## src/skf_pkg.sv

```systemverilog
// Shared types, codes and constants of the scalar Kalman filter core.
`default_nettype none

package skf_pkg;

    localparam int DEFAULT_FRAC_BITS = 16;
    localparam int DIV_STEPS = 32;
    localparam int CFG_ADDR_W = 2;

    typedef logic [CFG_ADDR_W-1:0] skf_reg_idx_t;

    localparam skf_reg_idx_t REG_PROCESS_NOISE     = 2'd0;
    localparam skf_reg_idx_t REG_MEASUREMENT_NOISE = 2'd1;
    localparam skf_reg_idx_t REG_STATE_GAIN        = 2'd2;
    localparam skf_reg_idx_t REG_OBSERVE_GAIN      = 2'd3;

    typedef logic [3:0] skf_op_t;

    localparam skf_op_t OP_X0  = 4'd0;  // x0 = F*S
    localparam skf_op_t OP_FC  = 4'd1;  // F*C
    localparam skf_op_t OP_P0  = 4'd2;  // p0 = F*C*F + Q
    localparam skf_op_t OP_HP  = 4'd3;  // H*p0
    localparam skf_op_t OP_DEN = 4'd4;  // H*p0*H + R
    localparam skf_op_t OP_INN = 4'd5;  // V - H*x0
    localparam skf_op_t OP_EST = 4'd6;  // S = x0 + K*innov
    localparam skf_op_t OP_KH  = 4'd7;  // 1 - K*H
    localparam skf_op_t OP_COV = 4'd8;  // C = (1-K*H)*p0

    typedef struct packed {
        logic    in_load;
        logic    init_load;
        logic    issue;
        skf_op_t op;
        logic    div_start;
        logic    out_load;
        logic    out_flag;
    } skf_cmd_t;

    typedef struct packed {
        logic mul_busy;
        logic div_busy;
    } skf_status_t;

endpackage

`default_nettype wire

```

## src/skf_div.sv

```systemverilog
// Iterative signed fixed-point divider for the Kalman gain, one quotient bit per cycle.
`default_nettype none

module skf_div #(
    parameter int FRAC_BITS = skf_pkg::DEFAULT_FRAC_BITS
) (
    input  wire logic               clk,
    input  wire logic               rst_n,
    input  wire logic               start,
    input  wire logic signed [31:0] num,
    input  wire logic signed [31:0] den,
    output logic                    busy,
    output logic                    zero,
    output logic signed [31:0]      quot
);
    import skf_pkg::*;

    localparam int CNT_W = $clog2(DIV_STEPS + 1);

    logic                    busy_reg;
    logic                    zero_reg;
    logic [CNT_W-1:0]        cnt_reg;
    logic                    neg_reg;
    logic [31:0]             ud_reg;
    logic [31:0]             rem_reg;
    logic [31:0]             shf_reg;
    logic signed [31:0]      quot_reg;

    logic [31:0]             num_abs;
    logic [31:0]             den_abs;
    logic [32+FRAC_BITS-1:0] dividend;
    logic [31:0]             high_part;
    logic                    start_ovf;
    logic [32:0]             trial;
    logic                    ge;
    logic [31:0]             rem_next;

    assign num_abs   = num[31] ? 32'(-num) : 32'(num);
    assign den_abs   = den[31] ? 32'(-den) : 32'(den);
    assign dividend  = {num_abs, {FRAC_BITS{1'b0}}};
    assign high_part = 32'(dividend[32+FRAC_BITS-1:32]);
    assign start_ovf = (high_part >= den_abs);

    assign trial    = {rem_reg, shf_reg[31]};
    assign ge       = (trial >= {1'b0, ud_reg});
    assign rem_next = ge ? 32'(trial - {1'b0, ud_reg}) : trial[31:0];

    always_ff @(posedge clk or negedge rst_n)
    begin
        if (!rst_n)
        begin
            busy_reg <= 1'b0;
            zero_reg <= 1'b0;
            cnt_reg  <= '0;
        end
        else if (start)
        begin
            zero_reg <= (den == 32'sd0);
            busy_reg <= (den != 32'sd0) && !start_ovf;
            cnt_reg  <= CNT_W'(DIV_STEPS);
        end
        else if (busy_reg)
        begin
            if (cnt_reg != '0)
            begin
                cnt_reg <= cnt_reg - 1'b1;
            end
            else
            begin
                busy_reg <= 1'b0;
            end
        end
    end

    always_ff @(posedge clk)
    begin
        if (start)
        begin
            neg_reg <= num[31] ^ den[31];
            ud_reg  <= den_abs;
            rem_reg <= high_part;
            shf_reg <= dividend[31:0];
            if (den == 32'sd0)
            begin
                quot_reg <= 32'sd0;
            end
            else if (start_ovf)
            begin
                quot_reg <= (num[31] ^ den[31]) ? 32'sh8000_0000 : 32'sh7FFF_FFFF;
            end
        end
        else if (busy_reg)
        begin
            if (cnt_reg != '0)
            begin
                rem_reg <= rem_next;
                shf_reg <= {shf_reg[30:0], ge};
            end
            else if (shf_reg[31])
            begin
                quot_reg <= neg_reg ? 32'sh8000_0000 : 32'sh7FFF_FFFF;
            end
            else
            begin
                quot_reg <= neg_reg ? signed'(~shf_reg + 32'd1) : signed'(shf_reg);
            end
        end
    end

    assign busy = busy_reg;
    assign zero = zero_reg;
    assign quot = quot_reg;

endmodule

`default_nettype wire

```

## src/skf_datapath.sv

```systemverilog
// Datapath: registers, shared multiplier pipeline, saturating adder and gain divider.
`default_nettype none

module skf_datapath #(
    parameter int FRAC_BITS = skf_pkg::DEFAULT_FRAC_BITS
) (
    input  wire logic                               clk,
    input  wire logic                               rst_n,
    input  wire logic                               cfg_we,
    input  wire logic [skf_pkg::CFG_ADDR_W-1:0]     cfg_addr,
    input  wire logic [31:0]                        cfg_wdata,
    input  wire logic signed [31:0]                 sample,
    input  wire skf_pkg::skf_cmd_t                  cmd,
    output skf_pkg::skf_status_t                    status,
    output logic signed [31:0]                      estimate,
    output logic                                    gain_div_zero
);
    import skf_pkg::*;

    localparam logic signed [31:0] ONE      = 32'(64'd1 << FRAC_BITS);
    localparam logic signed [31:0] COV_INIT = 32'(((64'd1 << FRAC_BITS) + 64'd5) / 64'd10);
    localparam logic [30:0]        Q_INIT   = 31'(64'd2 << FRAC_BITS);
    localparam logic [30:0]        R_INIT   = 31'(64'd4 << FRAC_BITS);
    localparam logic signed [63:0] RND      = 64'sd1 <<< (FRAC_BITS - 1);
    localparam logic signed [63:0] MAX32    = 64'sd2147483647;
    localparam logic signed [63:0] MIN32    = -64'sd2147483648;

    function automatic logic signed [31:0] sat34(input logic signed [33:0] v);
        logic signed [31:0] r;
        if (v > 34'sd2147483647)
        begin
            r = 32'sh7FFF_FFFF;
        end
        else if (v < -34'sd2147483648)
        begin
            r = 32'sh8000_0000;
        end
        else
        begin
            r = v[31:0];
        end
        return r;
    endfunction

    // configuration
    logic [30:0]        q_reg;
    logic [30:0]        r_reg;
    logic signed [31:0] f_reg;
    logic signed [31:0] h_reg;

    // filter state
    logic signed [31:0] s_reg;
    logic signed [31:0] c_reg;

    // intermediates
    logic signed [31:0] v_reg;
    logic signed [31:0] x0_reg;
    logic signed [31:0] fc_reg;
    logic signed [31:0] p0_reg;
    logic signed [31:0] hp_reg;
    logic signed [31:0] den_reg;
    logic signed [31:0] innov_reg;
    logic signed [31:0] omk_reg;

    // multiplier pipeline
    logic               v1_reg;
    logic               v2_reg;
    skf_op_t            op1_reg;
    skf_op_t            op2_reg;
    logic signed [63:0] prod_reg;
    logic signed [31:0] mres_reg;

    logic signed [31:0] est_out_reg;
    logic               flag_out_reg;

    logic signed [31:0] mul_a;
    logic signed [31:0] mul_b;
    logic signed [63:0] prod_next;
    logic signed [63:0] rnd_sum;
    logic signed [63:0] rnd_shift;
    logic signed [31:0] mres_next;
    logic signed [33:0] add_base;
    logic               add_sub;
    logic signed [33:0] add_sum;
    logic signed [31:0] add_sat;

    logic               div_busy;
    logic               div_zero;
    logic signed [31:0] k_val;

    skf_div #(
        .FRAC_BITS(FRAC_BITS)
    ) u_div (
        .clk   (clk),
        .rst_n (rst_n),
        .start (cmd.div_start),
        .num   (hp_reg),
        .den   (den_reg),
        .busy  (div_busy),
        .zero  (div_zero),
        .quot  (k_val)
    );

    always_comb
    begin
        case (cmd.op)
            OP_X0:
            begin
                mul_a = f_reg;
                mul_b = s_reg;
            end
            OP_FC:
            begin
                mul_a = f_reg;
                mul_b = c_reg;
            end
            OP_P0:
            begin
                mul_a = fc_reg;
                mul_b = f_reg;
            end
            OP_HP:
            begin
                mul_a = h_reg;
                mul_b = p0_reg;
            end
            OP_DEN:
            begin
                mul_a = hp_reg;
                mul_b = h_reg;
            end
            OP_INN:
            begin
                mul_a = h_reg;
                mul_b = x0_reg;
            end
            OP_EST:
            begin
                mul_a = k_val;
                mul_b = innov_reg;
            end
            OP_KH:
            begin
                mul_a = k_val;
                mul_b = h_reg;
            end
            OP_COV:
            begin
                mul_a = omk_reg;
                mul_b = p0_reg;
            end
            default:
            begin
                mul_a = f_reg;
                mul_b = s_reg;
            end
        endcase
    end

    assign prod_next = mul_a * mul_b;

    // round half up, then saturate
    assign rnd_sum   = prod_reg + RND;
    assign rnd_shift = rnd_sum >>> FRAC_BITS;
    assign mres_next = (rnd_shift > MAX32) ? 32'sh7FFF_FFFF :
                       (rnd_shift < MIN32) ? 32'sh8000_0000 : rnd_shift[31:0];

    always_comb
    begin
        case (op2_reg)
            OP_P0:
            begin
                add_base = signed'({3'b000, q_reg});
                add_sub  = 1'b0;
            end
            OP_DEN:
            begin
                add_base = signed'({3'b000, r_reg});
                add_sub  = 1'b0;
            end
            OP_INN:
            begin
                add_base = 34'(v_reg);
                add_sub  = 1'b1;
            end
            OP_EST:
            begin
                add_base = 34'(x0_reg);
                add_sub  = 1'b0;
            end
            OP_KH:
            begin
                add_base = 34'(ONE);
                add_sub  = 1'b1;
            end
            default:
            begin
                add_base = 34'sd0;
                add_sub  = 1'b0;
            end
        endcase
    end

    assign add_sum = add_sub ? (add_base - 34'(mres_reg)) : (add_base + 34'(mres_reg));
    assign add_sat = sat34(add_sum);

    always_ff @(posedge clk or negedge rst_n)
    begin
        if (!rst_n)
        begin
            q_reg  <= Q_INIT;
            r_reg  <= R_INIT;
            f_reg  <= ONE;
            h_reg  <= ONE;
            s_reg  <= 32'sd0;
            c_reg  <= COV_INIT;
            v1_reg <= 1'b0;
            v2_reg <= 1'b0;
        end
        else
        begin
            if (cfg_we)
            begin
                case (cfg_addr)
                    REG_PROCESS_NOISE:     q_reg <= cfg_wdata[30:0];
                    REG_MEASUREMENT_NOISE: r_reg <= cfg_wdata[30:0];
                    REG_STATE_GAIN:        f_reg <= signed'(cfg_wdata);
                    REG_OBSERVE_GAIN:      h_reg <= signed'(cfg_wdata);
                    default:               ;
                endcase
            end

            v1_reg <= cmd.issue;
            v2_reg <= v1_reg;

            if (cmd.init_load)
            begin
                s_reg <= v_reg;
                c_reg <= COV_INIT;
            end
            else if (v2_reg && (op2_reg == OP_EST))
            begin
                s_reg <= add_sat;
            end
            else if (v2_reg && (op2_reg == OP_COV))
            begin
                c_reg <= mres_reg;
            end
        end
    end

    always_ff @(posedge clk)
    begin
        if (cmd.in_load)
        begin
            v_reg <= sample;
        end
        if (cmd.issue)
        begin
            prod_reg <= prod_next;
            op1_reg  <= cmd.op;
        end
        if (v1_reg)
        begin
            mres_reg <= mres_next;
            op2_reg  <= op1_reg;
        end
        if (v2_reg)
        begin
            case (op2_reg)
                OP_X0:   x0_reg    <= mres_reg;
                OP_FC:   fc_reg    <= mres_reg;
                OP_P0:   p0_reg    <= add_sat;
                OP_HP:   hp_reg    <= mres_reg;
                OP_DEN:  den_reg   <= add_sat;
                OP_INN:  innov_reg <= add_sat;
                OP_KH:   omk_reg   <= add_sat;
                default: ;
            endcase
        end
        if (cmd.out_load)
        begin
            est_out_reg  <= s_reg;
            flag_out_reg <= cmd.out_flag & div_zero;
        end
    end

    assign status.mul_busy = v1_reg;
    assign status.div_busy = div_busy;
    assign estimate        = est_out_reg;
    assign gain_div_zero   = flag_out_reg;

endmodule

`default_nettype wire

```

## src/skf_ctrl.sv

```systemverilog
// Controller: sequences the predict and correct steps and runs both stream handshakes.
`default_nettype none

module skf_ctrl (
    input  wire logic                 clk,
    input  wire logic                 rst_n,
    input  wire logic                 s_tvalid,
    output logic                      s_tready,
    input  wire logic                 s_tuser,
    output logic                      m_tvalid,
    input  wire logic                 m_tready,
    input  wire skf_pkg::skf_status_t status,
    output skf_pkg::skf_cmd_t         cmd
);
    import skf_pkg::*;

    localparam logic [3:0] ST_IDLE = 4'd0;
    localparam logic [3:0] ST_INIT = 4'd1;
    localparam logic [3:0] ST_X0   = 4'd2;
    localparam logic [3:0] ST_FC   = 4'd3;
    localparam logic [3:0] ST_P0   = 4'd4;
    localparam logic [3:0] ST_HP   = 4'd5;
    localparam logic [3:0] ST_DEN  = 4'd6;
    localparam logic [3:0] ST_DIV  = 4'd7;
    localparam logic [3:0] ST_EST  = 4'd8;
    localparam logic [3:0] ST_KH   = 4'd9;
    localparam logic [3:0] ST_COV  = 4'd10;
    localparam logic [3:0] ST_DONE = 4'd11;

    logic [3:0] state_reg;
    logic [3:0] state_next;
    logic       issued_reg;
    logic       issued_next;
    logic       kind_reg;
    logic       out_valid_reg;
    logic       out_valid_next;
    logic       accept;
    logic [3:0] step_next;

    assign s_tready = (state_reg == ST_IDLE);
    assign accept   = s_tvalid && s_tready;
    assign m_tvalid = out_valid_reg;

    always_comb
    begin
        case (state_reg)
            ST_X0:   step_next = ST_FC;
            ST_FC:   step_next = ST_P0;
            ST_P0:   step_next = ST_HP;
            ST_HP:   step_next = ST_DEN;
            ST_DEN:  step_next = ST_DIV;
            ST_DIV:  step_next = ST_EST;
            ST_EST:  step_next = ST_KH;
            ST_KH:   step_next = ST_COV;
            default: step_next = ST_DONE;
        endcase
    end

    always_comb
    begin
        state_next    = state_reg;
        issued_next   = issued_reg;
        cmd.in_load   = 1'b0;
        cmd.init_load = 1'b0;
        cmd.issue     = 1'b0;
        cmd.div_start = 1'b0;
        cmd.out_load  = 1'b0;
        cmd.out_flag  = !kind_reg;

        case (state_reg)
            ST_X0:   cmd.op = OP_X0;
            ST_FC:   cmd.op = OP_FC;
            ST_P0:   cmd.op = OP_P0;
            ST_HP:   cmd.op = OP_HP;
            ST_DEN:  cmd.op = OP_DEN;
            ST_DIV:  cmd.op = OP_INN;
            ST_EST:  cmd.op = OP_EST;
            ST_KH:   cmd.op = OP_KH;
            ST_COV:  cmd.op = OP_COV;
            default: cmd.op = OP_X0;
        endcase

        case (state_reg)
            ST_IDLE:
            begin
                cmd.in_load = accept;
                if (accept)
                begin
                    state_next = s_tuser ? ST_INIT : ST_X0;
                end
            end
            ST_INIT:
            begin
                cmd.init_load = 1'b1;
                state_next    = ST_DONE;
            end
            ST_X0, ST_FC, ST_P0, ST_HP, ST_DEN, ST_EST, ST_KH, ST_COV:
            begin
                cmd.issue = !issued_reg;
                if (issued_reg && !status.mul_busy)
                begin
                    state_next  = step_next;
                    issued_next = 1'b0;
                end
                else
                begin
                    issued_next = 1'b1;
                end
            end
            ST_DIV:
            begin
                // innovation multiply runs alongside the gain division
                cmd.issue     = !issued_reg;
                cmd.div_start = !issued_reg;
                if (issued_reg && !status.mul_busy && !status.div_busy)
                begin
                    state_next  = step_next;
                    issued_next = 1'b0;
                end
                else
                begin
                    issued_next = 1'b1;
                end
            end
            ST_DONE:
            begin
                if (!out_valid_reg || m_tready)
                begin
                    cmd.out_load = 1'b1;
                    state_next   = ST_IDLE;
                end
            end
            default:
            begin
                state_next  = ST_IDLE;
                issued_next = 1'b0;
            end
        endcase
    end

    assign out_valid_next = cmd.out_load || (out_valid_reg && !m_tready);

    always_ff @(posedge clk or negedge rst_n)
    begin
        if (!rst_n)
        begin
            state_reg     <= ST_IDLE;
            issued_reg    <= 1'b0;
            kind_reg      <= 1'b0;
            out_valid_reg <= 1'b0;
        end
        else
        begin
            state_reg     <= state_next;
            issued_reg    <= issued_next;
            out_valid_reg <= out_valid_next;
            if (accept)
            begin
                kind_reg <= s_tuser;
            end
        end
    end

endmodule

`default_nettype wire

```

## src/scalar_kalman_filter_core.sv

```systemverilog
// Top level of the scalar Kalman filter core: controller plus datapath.
// Usage:
//   Input stream s_*: tdata carries the sample (signed fixed point), tuser the
//   kind (0 = measurement, 1 = load the estimate from the sample).
//   Output stream m_*: one beat per input beat, tdata the new estimate,
//   tuser set when the gain denominator was zero and the gain forced to 0.
//   Configuration: cfg_we/cfg_addr/cfg_wdata write Q, R, F, H (index 0..3);
//   write only while the core is idle.
// Timing:
//   One item at a time; s_tready is high only when the core is idle.
//   Init beat: the sample is loaded in the INIT state and the result in the DONE state.
//   Measurement beat: eight steps on the shared 32x32 multiplier plus a divide
//   step (32 radix-2 quotient bits); the divide step ends early when the gain
//   denominator is zero or the quotient overflows.
//   Results sit in an output register, so the next input beat is taken while
//   the previous result waits; a stalled receiver holds the core in its final
//   step once a second result is ready.
// Reset: asynchronous, active low; estimate 0, covariance 0.1, Q=2, R=4, F=H=1.
`default_nettype none

module scalar_kalman_filter_core #(
    parameter int FRAC_BITS = skf_pkg::DEFAULT_FRAC_BITS
) (
    input  wire logic                           clk,
    input  wire logic                           rst_n,
    input  wire logic                           cfg_we,
    input  wire logic [skf_pkg::CFG_ADDR_W-1:0] cfg_addr,
    input  wire logic [31:0]                    cfg_wdata,
    input  wire logic                           s_tvalid,
    output logic                                s_tready,
    input  wire logic [31:0]                    s_tdata,   // [31:0] sample
    input  wire logic                           s_tuser,   // [0] kind
    output logic                                m_tvalid,
    input  wire logic                           m_tready,
    output logic [31:0]                         m_tdata,   // [31:0] estimate
    output logic                                m_tuser    // [0] gain_div_zero
);
    import skf_pkg::*;

    skf_cmd_t           cmd;
    skf_status_t        status;
    logic signed [31:0] estimate;

    skf_ctrl u_ctrl (
        .clk      (clk),
        .rst_n    (rst_n),
        .s_tvalid (s_tvalid),
        .s_tready (s_tready),
        .s_tuser  (s_tuser),
        .m_tvalid (m_tvalid),
        .m_tready (m_tready),
        .status   (status),
        .cmd      (cmd)
    );

    skf_datapath #(
        .FRAC_BITS(FRAC_BITS)
    ) u_datapath (
        .clk           (clk),
        .rst_n         (rst_n),
        .cfg_we        (cfg_we),
        .cfg_addr      (cfg_addr),
        .cfg_wdata     (cfg_wdata),
        .sample        (signed'(s_tdata)),
        .cmd           (cmd),
        .status        (status),
        .estimate      (estimate),
        .gain_div_zero (m_tuser)
    );

    assign m_tdata = unsigned'(estimate);

endmodule

`default_nettype wire

```

## config.mk

```make
export PLATFORM = sky130hd
export DESIGN_NAME = scalar_kalman_filter_core
export DESIGN_NICKNAME = d
export VERILOG_FILES = /design/src/skf_pkg.sv /design/src/skf_div.sv /design/src/skf_datapath.sv /design/src/skf_ctrl.sv /design/src/scalar_kalman_filter_core.sv
export SDC_FILE = /design/constraint.sdc
export NUM_CORES = 2
export LEC_CHECK = 0
export BUFFER_PORTS_ARGS = -buffer_cell sky130_fd_sc_hd__buf_2
export CAP_MARGIN = 20
export CORE_ASPECT_RATIO = 1.2
export CORE_UTILIZATION = 30
export CTS_CLUSTER_DIAMETER = 40
export CTS_CLUSTER_SIZE = 8
export DETAILED_ROUTE_END_ITERATION = 8
export GPL_TIMING_DRIVEN = 0
export PLACE_DENSITY = 0.49
export SYNTH_ARGS = -nofsm -noshare
export SYNTH_HDL_FRONTEND = slang
export SYNTH_SLANG_ARGS = --single-unit
```

## constraint.sdc

```tcl
create_clock -name clk -period 29.3 [get_ports clk]
set_input_delay 2.93 -clock clk [delete_from_list [all_inputs] [get_ports clk]]
set_output_delay 2.93 -clock clk [all_outputs]
set_load 0.01 [all_outputs]
```

; Word level (Yosys, flattened, before mapping)
; Memory sizes are Yosys's and may differ from the RTL's.
; Index checks and enable logic that the tools add are counted.
[op_classes]
add_sub_neg = 8
n_mul = 1
div_mod_pow = 0
order_cmp = 6
n_eq_ne = 37
shift = 0
mux = 52
bitwise_logic = 3
reduce_logical = 50
[op_table]
columns = cell, n
row1 = $mux W32, 23
row2 = $pmux W32 S6, 1
row3 = $pmux W34 S5, 1
row4 = $pmux W32 S5, 1
row5 = $add A64 B17 Y64 const B, 1
row6 = $mul A32 B32 Y64, 1
row7 = $neg A32 Y32, 2
row8 = $eq A4 B3 Y1 const B, 12
row9 = $gt A48 B32 Y1 const B, 1
row10 = $lt A48 B32 Y1 const B, 1
row11 = $mux W16, 3
row12 = $add A34 B32 Y34, 1
row13 = $gt A34 B32 Y1 const B, 1
row14 = $lt A34 B32 Y1 const B, 1
row15 = $mux W34, 1
row16 = $sub A34 B32 Y34, 1
row17 = $ge A33 B32 Y1, 1
row18 = $add A32 B1 Y32 const B, 1
row19 = $ge A16 B32 Y1, 1
row20 = $logic_not A32 Y1, 1
row21 = $not A32 Y32, 1
row22 = $reduce_bool A32 Y1, 1
row23 = $sub A32 B32 Y32, 1
row24 = $reduce_and A2 Y1, 14
row25 = other kinds (30), 84
[totals]
ff_bits = 729
latch_bits = 0
ramBits = 0
mem_bits_ro = 128
mem_count = 2
[mem_list]
columns = memory, depth, word_bits, read_ports, rd_ports_with_merged_regs, wr, line
row1 = (name not given), 16, 4, 1, 0, 0, skf_ctrl.sv:70  ; case (state_reg)
row2 = (name not given), 16, 4, 1, 0, 0, skf_ctrl.sv:46  ; case (state_reg)

; Longest topological paths before layout
[logic_depth]
word_depth = 9
depth_mapped = 42

; By module
; Synthesis repeated with hierarchy kept, for this count alone.
[hier_totals]
hier_cells = 7297
area_unflattened_um2 = 71755.1
[modules_own_cells]
columns = mod, n_inst, cells_each, area_each_um2
row1 = skf_datapath, 1, 6054, 61143.6
row2 = skf_div, 1, 1157, 9885.7
row3 = skf_ctrl, 1, 86, 725.7

; Worst setup path before layout
; OpenSTA, ideal clock, no wires.
[synth_path]
path_kind = register to register
start = register u_ctrl.state_reg[0]
end = register u_datapath.prod_reg[63], data pin
setup_time_ns = 0.260
t_arrival_ns = 10.399
setup_slack_ns = 18.641
path_stages_with_launch = 38
synth_period_minus_slack_ns = 10.659
cell_sequence = dfrtp_1 clkbuf_1 inv_1 ha_1 buf_2 nor4b_4 a21o_1 clkbuf_1 clkbuf_1 a22oi_1 nand4_1 o21a_1 clkbuf_1 nand2_1 fa_1 fa_1 inv_1 fa_1 [2 not listed] fa_1 inv_1 fa_1 inv_1 fa_1 fa_1 inv_1 ha_1 clkbuf_1 a21o_1 a21oi_1 nor2b_1 a311oi_1 o21ai_0 nand3_1 nand2_1 a221o_1 xnor2_1
[synth_via]
elab_chain_cells = 5
word_cells_on_any_way = 16
classes_between = mul (1) / eq/ne (8) / mux (2) / reduce/logical (4) / memory (1)
[synth_lines]
columns = element, line
row1 = start: declaration, skf_ctrl.sv:30  ; logic [3:0] state_reg;
row2 = start signal: assignment, skf_ctrl.sv:154  ; state_reg <= state_next;
row3 = $mem_v2 Z16 W4 *, --
row4 = "$eq A4 B2 Y1, or another cell as far along", skf_datapath.sv:106  ; case (cmd.op)
row5 = $reduce_or A2 Y1 (no line), --
row6 = $pmux W32 S6 / $pmux W32 S5 (equally long branches), skf_datapath.sv:106
row7 = $mul A32 B32 Y64 *, skf_datapath.sv:160  ; assign prod_next = mul_a * mul_b;
row8 = net u_datapath.prod_next[63], skf_datapath.sv:78  ; logic signed [63:0] prod_next;
row9 = end signal: assignment, skf_datapath.sv:260  ; prod_reg <= prod_next;
row10 = end: declaration, skf_datapath.sv:70  ; logic signed [63:0] prod_reg;
; Mark *: on every way through the listed nets, which the timed path passes. The rest lies on a longest branch.
; A chain may end at the register's enable or synchronous reset.

; Worst setup path in the final report
[layout_path]
start = register u_ctrl.state_reg[0]
end = register u_datapath.prod_reg[61], data pin
; Same word-level chain as after synthesis.

==> results.md <==
- Footprint of the multi-input gates: about 46000 um2
- TritonCTS clock tree: yes
- I/O pin cnt: between 100 and 150
- Fmax: roughly 0.067 GHz
- Post-synthesis cell count: ~7000
- Die height: between 500 and 600 um
- Max-cap viol count: 0
- Worst setup EP type: flip-flop
- FFs w/ async S/R, synth: about 29%
- Dpl hpwl: 253000 um
- Clock Latency Late Sink: between 0.8 and 0.9 ns
- Most frequent CP cell: fa_1
- Fillers: around 24000
- Largest family of logic cells by synthesized area: adder cells
- Seq/Total Area, Yosys: between 20% and 30%
- #FFs+latches synth: around 700
- First-pass GRT wire length: approximately 440000 um
- WHS Path Cells: 0
- Final wirelength: between 300000 and 400000 um
- Number of synthesized flops with an enable pin: between 400 and 500
- Die Span X: roughly 450 um
- DR vias: between 50000 and 60000
- Die Area: ~240000 um2
- Share of post-route cells with drive strength above 1: roughly 7.4%
- Syn_nets: approximately 8600
- Drt pass-1 iters: 9
- Yosys cell types: 90
- WL per Instance: 28.6 um
- WS Path Type: reg2reg
- Average cell area after synthesis: 9.89 um2
- Post-CTS Resized: 0
- Syn-to-layout area delta: 13.4%
- Final Hold Fails: 0
- Register Area: 20100 um2
- TNS Setup: 0 ns
- Worst r2r src: u_ctrl.state_reg[0]$_DFFE_PN0P_
- Worst reg2reg path endpoint: u_datapath.prod_reg[61]$_DFFE_PP_
- Tot GR Track Use: about 26%
- Clk_skew: between 0.1 and 0.15 ns
- WP data arrival: 15.33 ns
- Initial antenna violation count: 29
- IO Port Bufs: roughly 110
- Cell Rows: around 200
- Post-Synth Simple-Gate Area: about an eighth
- XOR/XNOR Fraction of Synth Area: around 3.2%
- RSZ-0062 raised after global routing: no
- Largest net degree at the start of global routing: 109
- Slowest CP cell: fa_1
- Synth Flop Type: edfxtp_1
- Fin crit share: between 50% and 60%
- RePlAce Congestion: about 1.0
- CP Data Required Time: 29.76 ns
- Synthesized cell area: between 70000 and 80000 um2
- Type of origin of the critical path: flip-flop
- Final #Nets: about 8900
- FF-to-FF setup slack: between 10 and 15 ns
- Htree depth: 3
- Critical Path Max Stage Delay: around 1.1 ns
- WHS Endpoint: u_datapath.op2_reg[3]$_DFFE_PP_
- Fin. max-slew vios: 0
- Vias in the first global route: a little under 60000
- Status: finished with violations
- Initial DRC count: around 5700
- Final min period: between 10 and 15 ns
- Drt drc: 4
- Adder-cell area share of the yosys netlist: approximately a third
- CTS Hold Buffers Added: 0
- Area fraction in compound gates after synthesis: under 10%
- Min-Delay Startpoint: u_datapath.op1_reg[3]$_DFFE_PP_
- Max reg flops: just under 50
- Total congestion overflow: 0
- Post-CTS Setup Inserts: 0
- YS warnings: 0
- Drt via density: 5.29
- Final ANT Viol Nets: 0
- Post-synthesis mux area share: around 2.3%
- Clk slew on worst S/H paths: about 0.05 ns
- Root buffer cell: clkbuf_16
- Initial core utilization: between 30 and 40%
- Violated checks: DRC
- Worst Tran Pin Value: approximately 1.3 ns
- HP Class: reg2reg
- Setup violations, final: 0
- Max Root-Sink Buffers: 3
- Crit-path max FO: 10
- Total CTS buffers: 118
- Clock sink count: ~710
- Total core area: 235000 um2
- Max-slew headroom: between 10% and 20%
- FF-to-FF path depth: 33
[placed cells by master, fill, tap and decap left out, types with 20 or more instances in the layout]
cell,instances
o22ai_1,33
ha_1,274
o31ai_1,33
nor3_1,53
a31oi_1,29
and2_1,40
clkbuf_16,120
or3_1,20
nand4_1,41
dfrtp_1,195
nor2b_1,33
nand2_1,924
o21ai_1,33
dfxtp_1,32
edfxtp_1,475
buf_2,116
a21o_1,85
nand2b_1,31
o21a_1,30
buf_1,22
a21oi_1,263
buf_8,25
a22oi_1,97
nor2_1,672
fa_1,1083
xnor2_1,159
mux2_2,132
xor2_1,104
inv_1,1145
clkbuf_1,393
and3_1,64
o21ai_0,218
a222oi_1,60
nand3_1,134
[stage by stage]
step	hold slack (ns)	worst slack, ns	instances	utilization (%)	area, um2
after floorplan	0.400	18.64	7196	-	71200
after global placement	0.413	13.28	10500	32.1	75700
after detailed placement	0.410	14.72	10500	32.6	76900
after CTS	0.428	14.63	10700	34.3	80700
after global routing	0.450	14.03	10700	34.3	80800
final	0.423	14.43	10700	34.3	80800
[layout make-up]
type,instances,area share (%)
diodes,6,0.0186
plain buffers,370,1.75
clock buffers,193,4.23
clock inverters,33,0.528
inverters,1147,5.33
multi-input cells,4965,56.4
flip-flops and latches,714,24.9
well taps,3152,4.88
repair buffers,168,1.93
[kinds of logic after synthesis]
kind of cell | Yosys count
AO/OA/AOI/OAI | 1077
XOR/XNOR | 263
adder cells (fa/ha/maj) | 1357
buffers and inverters | 1517
flip-flops | 714
multiplexers | 145
AND/OR/NAND/NOR | 2123
[how the worst max path moves through the flow]
stage	depth (start not counted)	start	end	slack, ns
floorplan	37	u_ctrl.state_reg[0]$_DFFE_PN0P_	u_datapath.prod_reg[63]$_DFFE_PP_	18.64
global placement	35	u_ctrl.state_reg[0]$_DFFE_PN0P_	u_datapath.prod_reg[60]$_DFFE_PP_	13.28
detailed placement	33	u_ctrl.state_reg[0]$_DFFE_PN0P_	u_datapath.prod_reg[61]$_DFFE_PP_	14.72
CTS	33	u_ctrl.state_reg[0]$_DFFE_PN0P_	u_datapath.prod_reg[61]$_DFFE_PP_	14.63
global route	33	u_ctrl.state_reg[0]$_DFFE_PN0P_	u_datapath.prod_reg[61]$_DFFE_PP_	14.03
finish	33	u_ctrl.state_reg[0]$_DFFE_PN0P_	u_datapath.prod_reg[61]$_DFFE_PP_	14.43
[synthesized netlist by cell type (all sizes together) (60+ instances only)]
cell / instances / area (um2)
a22oi: 97 / 728
mux2: 132 / 1490
xor2: 104 / 911
edfxtp: 475 / 14300
nand2: 924 / 3470
fa: 1083 / 21700
a222oi: 60 / 601
nand3: 135 / 681
nor2: 675 / 2540
a21o: 85 / 638
xnor2: 159 / 1390
dfrtp: 196 / 4900
and3: 68 / 425
inv: 1146 / 4300
clkbuf: 337 / 1270
o21ai: 255 / 1280
a21oi: 264 / 1320
ha: 274 / 3430
[worst max-delay path, delay by kind of cell (launching register included)]
| kind | cells | cell delay [ns] |
|---|---|---|
| simple gates | 6 | 2.18 |
| flops | 1 | 0.40 |
| compound gates | 6 | 2.42 |
| xor+xnor | 1 | 0.11 |
| buf+inv | 10 | 3.83 |
| fa+ha+maj | 10 | 5.56 |
[per-layer routing]
| metal | global-route usage (%) | routed length (um) |
|---|---|---|
| met1 | 31.4 | 116000 |
| met2 | 42.2 | 144000 |
| met3 | 4.98 | 23900 |
| met4 | 15.3 | 22800 |
| met5 | 0 | 69 |
Power is left out: the tool's default activity adds up to more than one toggle a clock period on the data nets, which glitch-free logic cannot reach.
